$ cat src/grid_min_cost_path_unit_assert.svh
// Assertion macros shared by the gmcp_cell_stage and top-level modules.
// Expects clk_i and rst_ni in the scope where a macro is used.
`ifndef GRID_MIN_COST_PATH_UNIT_ASSERT_SVH
`define GRID_MIN_COST_PATH_UNIT_ASSERT_SVH

// Check a property outside reset.
`define GMCP_ASSERT(lbl, prop, msg) \
  lbl: assert property (@(posedge clk_i) disable iff (!rst_ni) (prop)) else $error(msg);

// Check a property at every edge, reset included.
`define GMCP_ASSERT_ALWAYS(lbl, prop, msg) \
  lbl: assert property (@(posedge clk_i) (prop)) else $error(msg);

`endif

$ cat src/gmcp_pkg.sv
// Package for the grid min cost path unit: widths, payload types, register codes.
// No dependencies.
`timescale 1ns / 1ps
package gmcp_pkg;

  localparam int COST_W       = 16;
  localparam int PATH_W       = 25;
  localparam int CFG_W        = 9;
  localparam int CFG_IDX_W    = 2;
  localparam int DEF_MAX_COLS = 256;
  localparam int DEF_MAX_ROWS = 256;

  typedef logic signed [COST_W-1:0] cost_t;
  typedef logic signed [PATH_W-1:0] path_t;
  typedef logic [CFG_W-1:0]         cfg_data_t;
  typedef logic [CFG_IDX_W-1:0]     cfg_idx_t;

  localparam cfg_idx_t REG_ROW_COUNT = cfg_idx_t'(0);
  localparam cfg_idx_t REG_COL_COUNT = cfg_idx_t'(1);

  typedef struct packed {
    logic first_row;
    logic first_col;
    logic last_cell;
  } cell_flags_t;

endpackage

$ cat src/gmcp_cell_stage.sv
// Cell stage: best cost of one cell from its three neighbors, plus result register.
// Depends on gmcp_pkg and the assertion macro header.
`timescale 1ns / 1ps
`include "grid_min_cost_path_unit_assert.svh"
module gmcp_cell_stage #(
  parameter int MAX_COLS = gmcp_pkg::DEF_MAX_COLS,
  localparam int CW = (MAX_COLS > 1) ? $clog2(MAX_COLS) : 1
) (
  input  logic                  clk_i,
  input  logic                  rst_ni,
  input  logic                  restart_i,
  input  logic                  accept_i,
  input  gmcp_pkg::cost_t       cost_i,
  input  gmcp_pkg::cell_flags_t flags_i,
  input  logic [CW-1:0]         col_i,
  input  gmcp_pkg::path_t       above_rd_i,
  output logic                  in_ready_o,
  output logic                  wr_en_o,
  output logic [CW-1:0]         wr_col_o,
  output gmcp_pkg::path_t       wr_data_o,
  output logic                  out_valid_o,
  input  logic                  out_ready_i,
  output gmcp_pkg::path_t       out_cost_o
);
  import gmcp_pkg::*;

  logic          s1_valid_q;
  cost_t         cost_q;
  cell_flags_t   flags_q;
  logic [CW-1:0] col_q;
  logic          fwd_q;
  path_t         left_q;
  path_t         diag_q;
  logic          out_valid_q;
  path_t         out_q;

  path_t above;
  path_t cost_ext;
  path_t min_al;
  path_t min3;
  path_t best;
  logic  retire;

  assign above    = fwd_q ? left_q : above_rd_i;
  assign cost_ext = {{(PATH_W-COST_W){cost_q[COST_W-1]}}, cost_q};

  always_comb begin
    min_al = (above < left_q) ? above : left_q;
    min3   = (min_al < diag_q) ? min_al : diag_q;
    if (flags_q.first_row && flags_q.first_col) begin
      best = cost_ext;
    end else if (flags_q.first_row) begin
      best = left_q + cost_ext;
    end else if (flags_q.first_col) begin
      best = above + cost_ext;
    end else begin
      best = min3 + cost_ext;
    end
  end

  assign retire     = s1_valid_q && (!flags_q.last_cell || !out_valid_q || out_ready_i);
  assign in_ready_o = !s1_valid_q || retire;

  always_ff @(posedge clk_i or negedge rst_ni) begin
    if (!rst_ni) begin
      s1_valid_q  <= 1'b0;
      fwd_q       <= 1'b0;
      left_q      <= '0;
      diag_q      <= '0;
      out_valid_q <= 1'b0;
    end else begin
      if (accept_i) begin
        s1_valid_q <= 1'b1;
        fwd_q      <= s1_valid_q && (col_q == col_i);
      end else if (retire) begin
        s1_valid_q <= 1'b0;
        fwd_q      <= 1'b0;
      end
      if (restart_i) begin
        left_q <= '0;
        diag_q <= '0;
      end else if (retire) begin
        left_q <= best;
        diag_q <= above;
      end
      if (retire && flags_q.last_cell) begin
        out_valid_q <= 1'b1;
      end else if (out_ready_i) begin
        out_valid_q <= 1'b0;
      end
    end
  end

  always_ff @(posedge clk_i) begin
    if (accept_i) begin
      cost_q  <= cost_i;
      flags_q <= flags_i;
      col_q   <= col_i;
    end
    if (retire && flags_q.last_cell) begin
      out_q <= best;
    end
  end

  assign wr_en_o     = retire;
  assign wr_col_o    = col_q;
  assign wr_data_o   = best;
  assign out_valid_o = out_valid_q;
  assign out_cost_o  = out_q;

  `GMCP_ASSERT(a_stall_holds, s1_valid_q && !retire |=> s1_valid_q && $stable(cost_q) && $stable(col_q), "stalled cell changed")
  `GMCP_ASSERT(a_last_to_out, retire && flags_q.last_cell |=> out_valid_q && out_q == $past(best), "last cell result lost")
  `GMCP_ASSERT(a_fwd_needs_cell, fwd_q |-> s1_valid_q, "forward flag without cell")
  `GMCP_ASSERT_ALWAYS(a_rst_no_out, !rst_ni |=> !out_valid_q && !s1_valid_q, "valid during reset")

endmodule

$ cat config.mk
export PLATFORM = sky130hd
export DESIGN_NAME = gmcp_cell_stage
export DESIGN_NICKNAME = d
export VERILOG_FILES = /design/src/gmcp_pkg.sv /design/src/gmcp_cell_stage.sv
export VERILOG_INCLUDE_DIRS = /design/src /design/src/src
export SDC_FILE = /design/constraint.sdc
export NUM_CORES = 1
export LEC_CHECK = 0
export BUFFER_PORTS_ARGS = -buffer_cell sky130_fd_sc_hd__buf_2
export CAP_MARGIN = 20
export CORE_MARGIN = 1
export CORE_UTILIZATION = 29
export CTS_CLUSTER_DIAMETER = 100
export DETAILED_ROUTE_END_ITERATION = 16
export PLACE_DENSITY = 0.51
export SYNTH_ARGS = -nofsm -noshare
export SYNTH_HDL_FRONTEND = slang
export SYNTH_SLANG_ARGS = --single-unit
$ cat constraint.sdc
create_clock -name clk_i -period 11.15 [get_ports clk_i]
set_input_delay 2.23 -clock clk_i [delete_from_list [all_inputs] [get_ports clk_i]]
set_output_delay 2.23 -clock clk_i [all_outputs]
set_load 0.03 [all_outputs]
Word level (Yosys, flattened, before mapping)
Cells that the tools add are included.
{"block": "op_classes", "addsub": 3, "magnitude_cmp": 2, "eq_ne": 1, "mux": 15, "reduce_logical": 13}
{"op": "2-to-1 mux 25 bit", "n": 10}
{"op": "adder 25 x 16 -> 25 bit", "n": 3}
{"op": "less-than comparator 25 bit", "n": 2}
{"op": "equality test 8 bit", "n": 1}
{"op": "nonzero test 2 bit", "n": 3}
{"op": "2-to-1 mux 1 bit", "n": 5}
{"op": "logical AND 1 bit", "n": 4}
{"op": "zero test 1 bit", "n": 3}
{"op": "logical OR 1 bit", "n": 3}
{"block": "totals", "register_bits": 105, "output_inout_bits": 61, "elab_cells": 45}

Logic depth before layout (Yosys ltp)
{"block": "logic_depth", "ltp_word": 11, "depth_mapped": 40, "mapped_depth_nobuf": 36}

Worst setup path before layout
OpenSTA, ideal clock, no wires.
{"block": "synth_path", "path_kind": "input to output", "start": "in above_rd_i[2]", "end": "out wr_data_o[24]", "t_arrival_ns": 9.750, "required_time_ns": 8.920, "setup_slack_ns": -0.830, "stages": 36, "path_buffers": 2, "path_cell_list": "mux2i_1 > inv_1 > ha_1 > a211oi_1 > o22ai_1 > o2111ai_1 > nand2_1 > o21a_1 > nor2_1 > clkbuf_1 > nor2_1 > a21oi_1 > ha_1 > a21o_1 > a21o_1 > a21oi_1 > o211ai_1 > a41oi_1 > nand4b_1 > o31ai_4 > xnor2_2 > buf_6 > mux2_4 > o21ai_1 > nand2_1 > ha_1 > nand4_1 > or3_1 > o211a_1 > o21bai_4 > o311ai_4 > a211oi_1 > mux2_2 > nor4_2 > nand2_1 > xor2_1"}
{"block": "synth_between", "elab_chain_cells": 9}
{"item": "start, declared", "line": "gmcp_cell_stage.sv:16", "rtl": "input gmcp_pkg::path_t above_rd_i,"}
{"item": "2-to-1 mux 25 bit *", "line": "gmcp_cell_stage.sv:44", "rtl": "assign above = fwd_q ? left_q : above_rd_i;"}
{"item": "less-than comparator 25 bit", "line": "gmcp_cell_stage.sv:48", "rtl": "min_al = (above < left_q) ? above : left_q;"}
{"item": "2-to-1 mux 25 bit", "line": "gmcp_cell_stage.sv:48"}
{"item": "less-than comparator 25 bit", "line": "gmcp_cell_stage.sv:49", "rtl": "min3 = (min_al < diag_q) ? min_al : diag_q;"}
{"item": "2-to-1 mux 25 bit", "line": "gmcp_cell_stage.sv:49"}
{"item": "adder 25 x 16 -> 25 bit", "line": "gmcp_cell_stage.sv:57", "rtl": "best = min3 + cost_ext;"}
{"item": "2-to-1 mux 25 bit *", "line": "gmcp_cell_stage.sv:54", "rtl": "end else if (flags_q.first_col) begin"}
{"item": "2-to-1 mux 25 bit *", "line": "gmcp_cell_stage.sv:52", "rtl": "end else if (flags_q.first_row) begin"}
{"item": "2-to-1 mux 25 bit *", "line": "gmcp_cell_stage.sv:50", "rtl": "if (flags_q.first_row && flags_q.first_col) begin"}
{"item": "end, declared", "line": "gmcp_cell_stage.sv:20", "rtl": "output gmcp_pkg::path_t wr_data_o,"}
Every way passes the cells marked *; elsewhere a longest branch is shown, timed or not.

Worst setup path after layout
{"block": "layout_path", "start": "in above_rd_i[24]", "end": "out wr_data_o[24]"}
Same word-level chain as after synthesis.

==> results.tsv <==
stage	metric	value	unit
route	average wire per standard cell	17.47	um
setup_path	worst stage delay on the critical path	0.48	ns
route	DRC violations left	0	
cts	Hold Buf Count CTS	0	
timing	Setup WS post-layout	-0.9063	ns
setup_path	RR Startpoint	fwd_q	
finish	most common cell after layout, fill and taps aside	buf_4	
floorplan	die outline area	0.02784	mm2
synthesis	Post-Syn Instances	888	
cts	Worst-path clk slew	0.08	ns
setup_path	critical path startpoint category	input port	
setup_path	crit path kind	input port to primary output	
synthesis	syn nets	1019	
global_route	grt ovf	0	
finish	Fillers	2532	
placement	DP Worst Slack	-1.554	ns
finish	multi-input combinational cell area	0.005364	mm2
setup_path	reg2reg setup slack	0.51	ns
synthesis	post-synthesis sequential area ratio	36.64	%
route	Routed Antenna Nets	0	
synthesis	Yosys warnings	0	
setup_path	worst-path fanout max	6	
synthesis	average footprint of a synthesized cell	8.875	um2
timing	Worst-Margin Slew	0.7931	ns
floorplan	die height	166.9	um
finish	fin nets	1327	
floorplan	chip width	166.9	um
route	total number of vias	7598	
cts	Worst-Skew Late Latency	0.36	ns
synthesis	cell area after synthesis	0.007881	mm2
placement	RePlAce Congestion	0.8884	
cts	CTS tree	done	
flow_run	max cap viols	0	
setup_path	r2r endpoint	left_q[21]	
synthesis	#FFs+latches synth	105	
placement	Port-buffer cells	117	
power_and_ir_drop	Leak Pwr	5.330	nW
timing	Rel. slew slack	47.12	%
route	Initial DRC Count	420	
setup_path	slowest CP cell	o41ai_2	
floorplan	I/O pin count	118	
finish	Storage cell area	0.002889	mm2
route	drt pass-1 iters	5	
global_route	GRT Overall Usage	19.43	%
timing	Max Clock Skew	0.01257	ns
cts	clk root buf	clkbuf_16	
timing	Max Clk Rate	82.94	MHz
route	Post-Route WL	26830	um
global_route	largest net degree at the start of global routing	70	
power_and_ir_drop	Power Dens Cells	259.2	mW/mm2
timing	Slew Viols, Final	0	
timing	setup violators final	17	
finish	share of post-route cells with drive strength above 1	42.38	%
timing	Tmin final	12.06	ns
cts	CTS sink count	105	
finish	Layout area overhead	49.33	%
setup_path	Critical Path RT	8.92	ns
floorplan	Starting Density	29.91	%
setup_path	crit path DAT	9.83	ns
placement	DP Wirelength	18740	um
synthesis	Main synth FF type	dfrtp_1	
setup_path	CP Capture Type	primary output	
cts	H-tree levels	3	
hold_path	Hold Crit Class	flop to flop	
status	status	complete, but fails checks	
setup_path	worst setup path end	wr_data_o[24]	
placement	dpl cell area	0.01016	mm2
floorplan	row count	59	
cts	cts bufs inserted	9	
global_route	initial antenna violation count	0	
timing	RSZ-0062 raised after global routing	true	
status	failing checks	negative setup slack	
synthesis	fraction of registers with async set/reset	50.48	%
route	drt via density	4.947	
timing	final worst-path cycle share	108.1	%
finish	ANT cells	0	
timing	final hold vios	0	
setup_path	crit path from	above_rd_i[24]	
global_route	first-pass GRT wire length	41990	um
power_and_ir_drop	maximum vdd drop	0.1486	mV
synthesis	Synth cell types	59	
setup_path	r2r worst-path depth	63	
global_route	vias in the first global route	7608	
cts	Max Root-Sink Buffers	2	
finish	most frequent cells in the layout	buf_4, buf_2, nand2_1, nor2_1, a21oi_1	
finish	design area	0.01177	mm2
floorplan	core area	0.02635	mm2
synthesis	Post-synth EDFFs	52	
sequential cells by signal (all words and copies together), names as in the netlist:
name         count
diag_q          25
left_q          25
out_cost_o      25
cost_q          16
wr_col_o         8
flags_q          3
fwd_q            1
out_valid_o      1
s1_valid_q       1
logic make-up after synthesis:
| group | Yosys count | share of synthesized area (%) |
|---|---|---|
| muxes | 61 | 9.160 |
| DFF | 105 | 36.64 |
| AOI/OAI and AO/OA | 243 | 18.91 |
| buffers and inverters | 124 | 6.207 |
| adders and majority gates | 74 | 11.84 |
| and+or+nand+nor | 248 | 13.48 |
| xor gates and xnor gates | 33 | 3.763 |
stage by stage:
step | cells | util [%] | hold slack [ns] | TNS [ns] | power [mW]
after floorplan | 888 | - | 0.5271 | -0.2182 | 1.589
after global placement | 1441 | 38.55 | 0.5535 | -17.54 | 2.179
after detailed placement | 1441 | 38.55 | 0.5638 | -20.01 | 2.180
after CTS | 1529 | 43.73 | 0.5751 | -3.845 | 2.946
after global routing | 1536 | 44.66 | 0.5979 | -13.56 | 3.239
final | 1536 | 44.66 | 0.5733 | -8.759 | 3.050
how the worst min path moves through the flow:
stage	startpoint	to	slack (ns)	cells after the start
floorplan	left_q[0]	left_q[0]	0.53	2
global placement	flags_q[0]	s1_valid_q	0.55	2
detailed placement	flags_q[0]	s1_valid_q	0.56	2
CTS	left_q[0]	left_q[0]	0.58	2
global route	left_q[0]	left_q[0]	0.60	2
finish	left_q[0]	left_q[0]	0.57	2
what timing repair did:
| item | in CTS | in global routing |
|---|---|---|
| pin swaps | 51 | 51 |
| gates resized for setup | 108 | 42 |
| cloned | 4 | 0 |
| buffers inserted | 70 | 16 |
| endpoints found under the setup margin | 22 | 20 |
worst max-delay path: cells and delay by family:
family | cells | cell delay [ns]
AOI/OAI and AO/OA | 10 | 2.04
xor gates and xnor gates | 2 | 0.43
adders and majority gates | 3 | 0.88
buffers and inverters | 7 | 0.99
muxes | 3 | 0.85
and+or+nand+nor | 14 | 2.37
layout make-up:
| cell class | instances | share of cell area (%) |
|---|---|---|
| clock inverters | 6 | 0.3934 |
| clock buffers | 10 | 2.031 |
| repair buffers | 336 | 21.24 |
| inverters | 83 | 2.647 |
| multi-input cells | 661 | 45.58 |
| flip-flops and latches | 105 | 24.55 |
| well taps | 335 | 3.562 |
power by group:
group / internal, mW / switching [mW] / leakage [nW]
Sequential: 0.480 / 0.0569 / 1.19
Clock: 0.161 / 0.165 / 0.143
Combinational: 1.14 / 1.05 / 4.00
Total: 1.78 / 1.27 / 5.33
synthesized netlist by cell type (all sizes together) (4+ instances only):
library cell	number	area (um2)
clkbuf	34	127.6
nand4	11	68.82
mux2i	26	260.3
xor2	11	96.34
mux2	35	461.7
dfrtp	53	1326
a21o	14	105.1
edfxtp	52	1562
ha	73	913.4
o21a	8	60.06
nor2	98	367.9
o21ai	47	235.2
nand3	7	35.03
a31oi	8	50.05
nand2	101	379.1
o21bai	5	48.80
nor3	7	35.03
nand2b	4	25.02
buf	7	50.04
a211oi	32	240.2
inv	83	311.6
a21oi	106	530.5
xnor2	22	200.2
routing by layer:
| layer | wire (um) | vias up | share of wire, % | global-route usage (%) |
|---|---|---|---|---|
| met5 | 0 | - | 0 | 0 |
| met4 | 710 | 0 | 2.6 | 6.200 |
| met3 | 977 | 37 | 3.6 | 2.757 |
| met2 | 13150 | 176 | 49 | 33.60 |
| met1 | 11990 | 3613 | 45 | 24.83 |
| li1 | - | 3772 | - | - |
(Power assumes the default switching activity.)
